--- src/design/ktt_pkg.sv ---
// shared types and constants for the keyed timeout table
// no dependencies; imported by every module of the block

package ktt_pkg;

  localparam int unsigned MS_PER_SEC  = 1000;
  localparam int unsigned SWEEP_LIMIT = 16;
  localparam int unsigned THR_W       = 35;

  typedef enum logic [1:0] {
    FUNC_START  = 2'd0,
    FUNC_SWEEP  = 2'd1,
    FUNC_CANCEL = 2'd2,
    FUNC_CLEAR  = 2'd3
  } ktt_func_e;

  typedef enum logic [2:0] {
    ST_STARTED   = 3'd0,
    ST_DUPLICATE = 3'd1,
    ST_FULL      = 3'd2,
    ST_EXPIRED   = 3'd3,
    ST_NONE      = 3'd4,
    ST_REMOVED   = 3'd5,
    ST_NOT_FOUND = 3'd6,
    ST_CLEARED   = 3'd7
  } ktt_status_e;

  typedef enum logic [2:0] {
    S_IDLE,
    S_RD,
    S_EVAL,
    S_DEC,
    S_FIN
  } ktt_state_e;

  typedef struct packed {
    logic [7:0]  id;
    logic [31:0] start_ms;
    logic [23:0] duration;
  } ktt_entry_t;

endpackage

--- src/design/ktt_table.sv ---
// entry storage of the timeout table: one write port, one registered read port
// depends on ktt_pkg for the entry type

module ktt_table
  import ktt_pkg::*;
#(
  parameter int unsigned DEPTH = 16,
  parameter int unsigned AW    = 4
) (
  input  logic          clk_i,
  input  logic          we_i,
  input  logic [AW-1:0] waddr_i,
  input  ktt_entry_t    wdata_i,
  input  logic          re_i,
  input  logic [AW-1:0] raddr_i,
  output ktt_entry_t    rdata_o
);

  ktt_entry_t mem_q [DEPTH];
  ktt_entry_t rdata_q;

  always_ff @(posedge clk_i) begin
    if (we_i) begin
      mem_q[waddr_i] <= wdata_i;
    end
  end

  always_ff @(posedge clk_i) begin
    if (re_i) begin
      rdata_q <= mem_q[raddr_i];
    end
  end

  assign rdata_o = rdata_q;

endmodule

--- src/design/ktt_expiry.sv ---
// expiry compare unit: elapsed ms against (duration + grace + 1) * 1000
// depends on ktt_pkg for the entry type and constants

module ktt_expiry
  import ktt_pkg::*;
(
  input  logic        clk_i,
  input  ktt_entry_t  entry_i,
  input  logic [31:0] now_ms_i,
  input  logic [15:0] grace_i,
  output logic        expired_o
);

  logic [31:0]      diff_q;
  logic [THR_W-1:0] thr_q;
  logic [24:0]      allowed1;

  assign allowed1 = 25'(entry_i.duration) + 25'(grace_i) + 25'd1;

  always_ff @(posedge clk_i) begin
    diff_q <= now_ms_i - entry_i.start_ms;
    thr_q  <= THR_W'(allowed1) * THR_W'(MS_PER_SEC);
  end

  assign expired_o = THR_W'(diff_q) >= thr_q;

endmodule

--- src/design/keyed_timeout_table_core.sv ---
// top level of the keyed timeout table: request sequencer, output register
// depends on ktt_pkg, ktt_table and ktt_expiry

// Start, sweep and cancel requests walk the stored entries one at a time
// through the single table read port and the expiry compare unit, each
// stored entry passing through the read, evaluate and decide states; a
// request also waits whenever a result cannot yet enter the output register,
// and a clear skips the walk. The table is compacted in place during the walk.
// Results leave through an output register, so the next request is taken
// while the final result still waits. The grace register may be written at
// any time the block is idle; cfg_ready_o is always high.

module keyed_timeout_table_core
  import ktt_pkg::*;
#(
  parameter int unsigned MAX_ENTRIES = 16
) (
  input  logic        clk_i,
  input  logic        rst_ni,
  input  logic        in_valid_i,
  output logic        in_ready_o,
  input  logic [1:0]  func_i,
  input  logic [7:0]  compartment_id_i,
  input  logic [23:0] duration_sec_i,
  input  logic [31:0] now_ms_i,
  output logic        out_valid_o,
  input  logic        out_ready_i,
  output logic [2:0]  status_o,
  output logic [7:0]  result_id_o,
  output logic [4:0]  active_count_o,
  output logic        last_o,
  input  logic        cfg_valid_i,
  output logic        cfg_ready_o,
  input  logic [15:0] cfg_data_i
);

  localparam int unsigned CW = $clog2(MAX_ENTRIES + 1);
  localparam int unsigned AW = (MAX_ENTRIES > 1) ? $clog2(MAX_ENTRIES) : 1;

  ktt_state_e state_q, state_d;

  logic [CW-1:0] count_q, count_d;
  logic [CW-1:0] rd_q, rd_d;
  logic [CW-1:0] wr_q, wr_d;
  logic [CW-1:0] n_q, n_d;
  logic          pend_q, pend_d;
  logic          match_q, match_d;
  logic          found_q, found_d;
  logic [15:0]   grace_q;
  logic          out_valid_q, out_valid_d;

  ktt_func_e     func_q;
  logic [7:0]    id_q;
  logic [23:0]   dur_q;
  logic [31:0]   now_q;
  logic [7:0]    pend_id_q, pend_id_d;
  logic [CW-1:0] pend_cnt_q, pend_cnt_d;
  ktt_status_e   out_status_q;
  logic [7:0]    out_id_q;
  logic [4:0]    out_cnt_q;
  logic          out_last_q;

  logic          accept;
  logic          slot_free;
  logic          expired;
  logic          id_match;
  logic          remove;
  logic          stall;

  logic          emit;
  ktt_status_e   emit_status;
  logic [7:0]    emit_id;
  logic [CW-1:0] emit_cnt;
  logic          emit_last;

  logic          tbl_we;
  logic [AW-1:0] tbl_waddr;
  ktt_entry_t    tbl_wdata;
  logic          tbl_re;
  ktt_entry_t    tbl_rdata;

  ktt_table #(
    .DEPTH (MAX_ENTRIES),
    .AW    (AW)
  ) u_table (
    .clk_i   (clk_i),
    .we_i    (tbl_we),
    .waddr_i (tbl_waddr),
    .wdata_i (tbl_wdata),
    .re_i    (tbl_re),
    .raddr_i (rd_q[AW-1:0]),
    .rdata_o (tbl_rdata)
  );

  ktt_expiry u_expiry (
    .clk_i     (clk_i),
    .entry_i   (tbl_rdata),
    .now_ms_i  (now_q),
    .grace_i   (grace_q),
    .expired_o (expired)
  );

  assign in_ready_o  = (state_q == S_IDLE);
  assign accept      = in_valid_i && in_ready_o;
  assign cfg_ready_o = 1'b1;
  assign slot_free   = !out_valid_q || out_ready_i;
  assign tbl_re      = (state_q == S_RD) && (rd_q != count_q);

  assign id_match = (tbl_rdata.id == id_q);
  assign remove   = ((func_q == FUNC_SWEEP) && expired && (int'(n_q) < SWEEP_LIMIT)) ||
                    ((func_q == FUNC_CANCEL) && id_match);
  assign stall    = remove && (func_q == FUNC_SWEEP) && pend_q && !slot_free;

  // next state
  always_comb begin
    state_d = state_q;
    unique case (state_q)
      S_IDLE: begin
        if (in_valid_i) begin
          state_d = (ktt_func_e'(func_i) == FUNC_CLEAR) ? S_FIN : S_RD;
        end
      end
      S_RD:   state_d = (rd_q == count_q) ? S_FIN : S_EVAL;
      S_EVAL: state_d = S_DEC;
      S_DEC:  state_d = stall ? S_DEC : S_RD;
      S_FIN:  state_d = slot_free ? S_IDLE : S_FIN;
      default: state_d = S_IDLE;
    endcase
  end

  // datapath and outputs
  always_comb begin
    count_d     = count_q;
    rd_d        = rd_q;
    wr_d        = wr_q;
    n_d         = n_q;
    pend_d      = pend_q;
    pend_id_d   = pend_id_q;
    pend_cnt_d  = pend_cnt_q;
    match_d     = match_q;
    found_d     = found_q;
    emit        = 1'b0;
    emit_status = ST_NONE;
    emit_id     = 8'd0;
    emit_cnt    = count_q;
    emit_last   = 1'b0;
    tbl_we      = 1'b0;
    tbl_waddr   = wr_q[AW-1:0];
    tbl_wdata   = tbl_rdata;
    unique case (state_q)
      S_IDLE: begin
        if (accept) begin
          rd_d    = '0;
          wr_d    = '0;
          n_d     = '0;
          pend_d  = 1'b0;
          match_d = 1'b0;
          found_d = 1'b0;
        end
      end
      S_DEC: begin
        if (!stall) begin
          rd_d = rd_q + CW'(1);
          if (remove) begin
            n_d = n_q + CW'(1);
            if (func_q == FUNC_SWEEP) begin
              if (pend_q) begin
                emit        = 1'b1;
                emit_status = ST_EXPIRED;
                emit_id     = pend_id_q;
                emit_cnt    = pend_cnt_q;
              end
              pend_d     = 1'b1;
              pend_id_d  = tbl_rdata.id;
              pend_cnt_d = count_q - n_q - CW'(1);
            end else begin
              found_d = 1'b1;
            end
          end else begin
            tbl_we = 1'b1;
            wr_d   = wr_q + CW'(1);
            if ((func_q == FUNC_START) && id_match) begin
              match_d = 1'b1;
            end
          end
        end
      end
      S_FIN: begin
        if (slot_free) begin
          emit      = 1'b1;
          emit_last = 1'b1;
          unique case (func_q)
            FUNC_START: begin
              emit_id = id_q;
              if (match_q) begin
                emit_status = ST_DUPLICATE;
              end else if (count_q == CW'(MAX_ENTRIES)) begin
                emit_status = ST_FULL;
              end else begin
                emit_status        = ST_STARTED;
                tbl_we             = 1'b1;
                tbl_waddr          = count_q[AW-1:0];
                tbl_wdata.id       = id_q;
                tbl_wdata.start_ms = now_q;
                tbl_wdata.duration = dur_q;
                count_d            = count_q + CW'(1);
                emit_cnt           = count_q + CW'(1);
              end
            end
            FUNC_SWEEP: begin
              count_d = wr_q;
              if (pend_q) begin
                emit_status = ST_EXPIRED;
                emit_id     = pend_id_q;
                emit_cnt    = pend_cnt_q;
              end else begin
                emit_status = ST_NONE;
              end
            end
            FUNC_CANCEL: begin
              count_d     = wr_q;
              emit_id     = id_q;
              emit_cnt    = wr_q;
              emit_status = found_q ? ST_REMOVED : ST_NOT_FOUND;
            end
            FUNC_CLEAR: begin
              count_d     = '0;
              emit_cnt    = '0;
              emit_status = ST_CLEARED;
            end
            default: emit_status = ST_NONE;
          endcase
        end
      end
      default: ;
    endcase
    out_valid_d = emit ? 1'b1 : (out_ready_i ? 1'b0 : out_valid_q);
  end

  always_ff @(posedge clk_i or negedge rst_ni) begin
    if (!rst_ni) begin
      state_q     <= S_IDLE;
      count_q     <= '0;
      rd_q        <= '0;
      wr_q        <= '0;
      n_q         <= '0;
      pend_q      <= 1'b0;
      match_q     <= 1'b0;
      found_q     <= 1'b0;
      grace_q     <= '0;
      out_valid_q <= 1'b0;
    end else begin
      state_q     <= state_d;
      count_q     <= count_d;
      rd_q        <= rd_d;
      wr_q        <= wr_d;
      n_q         <= n_d;
      pend_q      <= pend_d;
      match_q     <= match_d;
      found_q     <= found_d;
      out_valid_q <= out_valid_d;
      if (cfg_valid_i) begin
        grace_q <= cfg_data_i;
      end
    end
  end

  // request and result payload
  always_ff @(posedge clk_i) begin
    pend_id_q  <= pend_id_d;
    pend_cnt_q <= pend_cnt_d;
    if (accept) begin
      func_q <= ktt_func_e'(func_i);
      id_q   <= compartment_id_i;
      dur_q  <= duration_sec_i;
      now_q  <= now_ms_i;
    end
    if (emit) begin
      out_status_q <= emit_status;
      out_id_q     <= emit_id;
      out_cnt_q    <= 5'(emit_cnt);
      out_last_q   <= emit_last;
    end
  end

  assign out_valid_o    = out_valid_q;
  assign status_o       = out_status_q;
  assign result_id_o    = out_id_q;
  assign active_count_o = out_cnt_q;
  assign last_o         = out_last_q;

  a_count_bound: assert property (@(posedge clk_i) disable iff (!rst_ni)
    count_q <= CW'(MAX_ENTRIES))
    else $error("entry count exceeds table depth");

  a_compact_order: assert property (@(posedge clk_i) disable iff (!rst_ni)
    (state_q != S_IDLE) |-> (wr_q <= rd_q) && (rd_q <= count_q))
    else $error("compaction pointers out of order");

  a_sweep_limit: assert property (@(posedge clk_i) disable iff (!rst_ni)
    int'(n_q) <= SWEEP_LIMIT)
    else $error("sweep removed too many entries");

  a_busy_after_accept: assert property (@(posedge clk_i) disable iff (!rst_ni)
    accept |=> !in_ready_o)
    else $error("request taken while previous one still in progress");

  a_no_emit_blocked: assert property (@(posedge clk_i) disable iff (!rst_ni)
    (out_valid_q && !out_ready_i && (state_q == S_DEC || state_q == S_FIN)) |-> !emit)
    else $error("result overwritten while output register is full");

endmodule

--- config.mk ---
export PLATFORM = sky130hd
export DESIGN_NAME = keyed_timeout_table_core
export DESIGN_NICKNAME = d
export VERILOG_FILES = /design/src/design/ktt_pkg.sv /design/src/design/ktt_table.sv /design/src/design/ktt_expiry.sv /design/src/design/keyed_timeout_table_core.sv
export SDC_FILE = /design/constraint.sdc
export NUM_CORES = 2
export LEC_CHECK = 0
export BUFFER_PORTS_ARGS = -buffer_cell sky130_fd_sc_hd__buf_2
export CORE_UTILIZATION = 41
export CTS_CLUSTER_DIAMETER = 200
export DETAILED_ROUTE_END_ITERATION = 10
export PLACE_DENSITY = 0.63
export SYNTH_ARGS = -nofsm -noshare
export SYNTH_HDL_FRONTEND = slang
export SYNTH_SLANG_ARGS = --single-unit
export TNS_END_PERCENT = 30
--- constraint.sdc ---
create_clock -name clk_i -period 7.1 [get_ports clk_i]
set_input_delay 0.355 -clock clk_i [delete_from_list [all_inputs] [get_ports clk_i]]
set_output_delay 0.355 -clock clk_i [all_outputs]
set_load 0.02 [all_outputs]
# After elaboration in Yosys (flattened, before gate mapping)
# Memory sizes are Yosys's and may differ from the RTL's. A register that Yosys moved wholly into a read port is not among the register bits.
# Cells that the tools add are included.
[word_totals] elab_cells=165 mem_bits_rw=1024 memories=1 mem_bits_ro=0 inputBits=87 latch_bits=0 regBits=203
[memory_table] name="u_table.mem_q" words=16 width=64 rd=1 rd_ports_with_merged_regs=1 wr=1 line="ktt_table.sv:19" text="ktt_entry_t mem_q [DEPTH];"
[op_classes] eq_ne=20 reduce_logical=27 div_mod_pow=0 n_shift=0 n_addsub=9 bitwise_logic=1 n_mux=82 mul=1 order_cmp=2
[ops] operator="$mux 64" count=5
[ops] operator="$mux 5" count=13
[ops] operator="$mux 8" count=5
[ops] operator="$pmux 5 s2" count=4
[ops] operator="$ge 32x35->1" count=1
[ops] operator="$mul 25x7->32 const B" count=1
[ops] operator="$pmux 8 s2" count=2
[ops] operator="$sub 32x32->32" count=1
[ops] operator="$mux 3" count=9
[ops] operator="$add 24x16->25" count=1
[ops] operator="$add 25x1->25 const B" count=1
[ops] operator="$mux 1" count=25
[ops] operator="$add 5x1->5 const B" count=4
[ops] operator="$mux 4" count=5
[ops] operator="$pmux 5 s4" count=1
[ops] operator="$pmux 3 s5" count=1
[ops] operator="$pmux 5 s3" count=1
[ops] operator="$reduce_and 5->1" count=3
[ops] operator="$ne 2x2->1 const B" count=7
[ops] operator="$pmux 3 s4" count=1
[ops] operator="$reduce_and 4->1" count=3
[ops] operator="$pmux 1 s2" count=5
[ops] operator="$logic_and 1x1->1" count=9
[ops] operator="$eq 8x8->1" count=1
[ops] operator="other kinds (23)" count=33

# Depth between registers and ports, before layout
[logic_depth] word_depth=11 mapped_depth=27

# Cells and area by module
# From an unflattened synthesis, not the netlist that was laid out.
[hier_totals] cells_unflattened=3157 area_unflattened_um2=55887.4
[by_module_without_submodules] module="ktt_table" area_each_um2=40222.3 cells_each=1647 seq_area_each_um2=32671.3 instances=1
[by_module_without_submodules] module="ktt_expiry" area_each_um2=8873.5 cells_each=1000 seq_area_each_um2=1281.2 instances=1
[by_module_without_submodules] module="keyed_timeout_table_core" area_each_um2=6791.5 cells_each=510 seq_area_each_um2=3958.8 instances=1

# Least setup slack after synthesis
# OpenSTA, ideal clock, no wires.
[synth_timing] path_kind="register -> register" startpoint="register rd_q[0]" endpoint="register, netlist name u_table.rdata_o[0]" t_required_ns=6.535 stages_incl_launch_ff=8 arrival_ns=5.937 period_less_slack_ns=6.502 slack_ns=0.598 n_path_buf=3 setup_time_ns=0.565 path_cell_list="dfrtp_1 clkbuf_1 clkbuf_1 buf_1 xnor2_1 nand3_1 nand2_1 nor3_1"
[synth_via] elab_chain_len=2
[synth_lines] item="start, declared" line="keyed_timeout_table_core.sv:43" text="logic [CW-1:0] rd_q, rd_d;"
[synth_lines] item="start signal, assigned" line="keyed_timeout_table_core.sv:255" text="rd_q <= rd_d;"
[synth_lines] item="$ne 5x5->1" line="keyed_timeout_table_core.sv:107" text="assign tbl_re = (state_q == S_RD) && (rd_q != count_q);"
[synth_lines] item="$logic_and 1x1->1" line="keyed_timeout_table_core.sv:107"
[synth_lines] item="via tbl_re" line="keyed_timeout_table_core.sv:79" text="logic tbl_re;"
# The timed path passes the listed nets, and every way through them passes these cells.
# A chain may end at the register's enable or synchronous reset.

# Worst setup path after layout
[layout_timing] startpoint="register, netlist name u_table.rdata_o[0]" endpoint="register u_expiry.thr_q[34]"
[layout_via] elab_chain_len=3
[layout_lines] item="$add 24x16->25" line="ktt_expiry.sv:18" text="assign allowed1 = 25'(entry_i.duration) + 25'(grace_i) + 25'd1;"
[layout_lines] item="$add 25x1->25" line="ktt_expiry.sv:18"
[layout_lines] item="$mul 25x7->32" line="ktt_expiry.sv:22" text="thr_q <= THR_W'(allowed1) * THR_W'(MS_PER_SEC);"
[layout_lines] item="end signal, assigned" line="ktt_expiry.sv:22"
[layout_lines] item="end, declared" line="ktt_expiry.sv:15" text="logic [THR_W-1:0] thr_q;"
# Every way passes these cells.

==> flow_metrics.py <==
metrics = {
    "drt": {
        "wl_per_cell_um": 25.1,
        "drt-vias-per-instance": 5.54,
        "num_vias": 29345,
        "wirelength_um": 133000,
        "dr.pass1.iters": 6,
        "drcViolationCount": 0,
        "drt_first_iter_violations": 2983,
        "detail-route-antenna-nets": 0,
    },
    "synthesis": {
        "yosys-top-cells-count": "edfxtp_1 (1184), mux4_2 (320), nand2_1 (217), inv_1 (204), ha_1 (150)",
        "synth_fp_nets": 3439,
        "synthFlopType": "edfxtp_1",
        "async_flop_share": 0.0333,
        "yosys_warnings": 0,
        "synth-edff-count": 1184,
        "ys_seq_area_frac": 0.683,
        "synthDominantCellAreaShare": 0.640,
        "avgSynthCellArea_sq_um": 17.8,
        "syn_inst": 3125,
        "synth.area.top_cells": "edfxtp_1 (64%), mux4_2 (13%), ha_1 (3.4%)",
        "synthesis.area_sq_um": 55500,
        "synth_cell_types": 78,
        "ys_ff_latch": 1291,
        "synth_top_cell_by_area": "edfxtp_1",
        "yosysMostFrequentCell": "edfxtp_1",
    },
    "place": {
        "place_congestion": 0.823,
        "io_buffer_count": 105,
        "place_ws_ns": 0.213,
        "place_hpwl_um": 76600,
    },
    "clock_network": {
        "ctsRootBufferMaster": "clkbuf_16",
        "cts.clk_slew.worst_paths_ns": 0.06,
        "cts_made_buffers": 137,
        "clock-sinks": 1291,
        "clockBufferDepth": 3,
        "clk_latency_ns": 0.78,
        "htree_levels": 4,
        "cts_tree": "built",
    },
    "worst_setup_path": {
        "arrival_ns": 7.41,
        "reg2reg_depth": 26,
        "cp_common_cell": "fa_1",
        "critPathLaunchType": "flip-flop",
        "cp_data_required_time_ns": 7.79,
        "max_stage_delay_ns": 0.53,
        "path_max_fanout": 7,
        "worstSetupPathType": "flip-flop to flip-flop",
        "cp-end-kind": "flip-flop",
        "slowest_stage": "fa_1",
    },
    "sta": {
        "fin_ws_ns": 0.374,
        "whs_ns": 0.0622,
        "fin_skew_ns": 0.0249,
        "maxSlewHeadroom": 0.239,
        "drv_slew": 0,
        "hold_viol": 0,
        "fin_crit_sh": 0.947,
        "setup_viol": 0,
        "max_freq_ghz": 0.149,
        "min_period_ns": 6.73,
        "tightest_slew_ns": 1.14,
    },
    "die": {
        "initial_core_util": 0.415,
        "die_area_sq_um": 137000,
        "core_area_sq_um": 134000,
        "fp.dieW_um": 370,
        "io_pins": 107,
        "fp-row-count": 134,
        "die-height_um": 370,
    },
    "min_path": {
        "hp-class": "input port to flip-flop",
        "holdPathStages": 3,
    },
    "global_route": {
        "grt_overflow": 0,
        "grt_antenna_before_repair": 1,
        "track_usage": 0.198,
        "grt_first_pass_wirelength_um": 197000,
        "grt_max_degree": 99,
        "grt_pass1_vias": 29878,
    },
    "cells_and_area": {
        "seq_area_sq_um": 37900,
        "multi_input_area_sq_um": 16600,
        "num_antenna_cells": 0,
        "area_growth_pct": 15.2,
        "postLayoutCoreUtil": 0.478,
        "n_fill_cell": 11089,
        "layout.nets": 3742,
        "drive_above_1_share": 0.220,
    },
    "job": {
        "max_cap_violations": 0,
    },
    "run_status": {
        "status": "finished, final reports clean",
    },
}
-- sequential cells by signal (all words and copies together) (netlist names), 2 cells and up --
register and flops:
dur_q 24, now_q 32, state_q 3, n_q 5, u_table.mem_q 1024, id_q 8
status_o 3, u_expiry.thr_q 32, result_id_o 8, grace_q 16, wr_q 5, u_expiry.diff_q 32
pend_id_q 8, rd_q 5, func_q 2, u_table.rdata_o 64, pend_cnt_q 5, active_count_o 5
count_q 5
-- cell families (layout without fill, tap and decap cells) --
logic type | Yosys count | after routing | synth area share
adders and majority gates | 231 | 231 | 0.0623
and+or+nand+nor | 444 | 444 | 0.0352
xor gates and xnor gates | 126 | 126 | 0.0210
other | 1 | 1 | 0.0000675
muxes | 345 | 345 | 0.135
DFF | 1291 | 1291 | 0.683
AOI/OAI and AO/OA | 365 | 365 | 0.0424
buffers and inverters | 322 | 726 | 0.0219
-- per-stage QoR --
stage	instances	cell area (sq um)	setup TNS, ns
CTS	5293	63900	0
floorplan	3125	55500	0
finish	5297	64000	0
global placement	4969	58800	0
detailed placement	4969	58800	0
global route	5297	64000	-0.0382
-- cell type report --
cell class / count / area share
multi-input cells: 1512 / 0.260
well taps: 1768 / 0.0346
clock inverters: 77 / 0.0117
clock buffers: 163 / 0.0554
repair buffers: 279 / 0.0337
flip-flops and latches: 1291 / 0.593
inverters: 207 / 0.0122
-- cell usage in the layout, fill, tap and decap left out, drive strengths merged, types with 89 or more instances in the layout --
master  synthesis  routed
edfxtp       1184    1184
mux4          320     320
nand2         217     217
inv           206     216
buf            32     195
clkbuf         83     163
ha            150     150
o21ai         113     113
nor2           98      98
a21oi          92      92
xnor2          89      89
-- worst max-delay path, delay by kind of cell, from the launching register on --
kind            cells  cell delay (ns)
simple gates        3             0.52
buf+inv             3             0.22
fa+ha+maj           6             2.51
flops               1             0.36
xor+xnor            2             0.35
compound gates     12             2.70
-- path summary, 6_finish.rpt --
check,start,to,slack [ns]
max in group asynchronous,rst_ni,rd_q[2],6.25
worst max register to register,u_table.rdata_o[0],u_expiry.thr_q[34],0.37
worst min-delay path,cfg_valid_i,grace_q[0],0.06
worst max-delay path,u_table.rdata_o[0],u_expiry.thr_q[34],0.37
min in group asynchronous,rst_ni,grace_q[6],0.25
worst min register to register,rd_q[4],rd_q[4],0.50
-- routing by layer --
| layer | part of all wire | up-vias | GRT usage |
|---|---|---|---|
| met3 | 0.077 | 177 | 0.0406 |
| met1 | 0.43 | 15309 | 0.281 |
| met4 | 0.020 | 0 | 0.0536 |
| li1 | - | 12790 | - |
| met5 | 0 | - | 0 |
| met2 | 0.48 | 1069 | 0.312 |
-- what timing repair did --
| action | CTS | global route |
|---|---|---|
| gates resized for setup | 0 | 15 |
| endpoints found under the setup margin | 0 | 7 |
| hold endpoints to repair | 127 | 0 |
| hold buffers | 84 | 0 |
| buffers inserted | 0 | 4 |
Power is not shown: default switching activity piles up to over one toggle a cycle in this logic, so the estimate is an artifact.
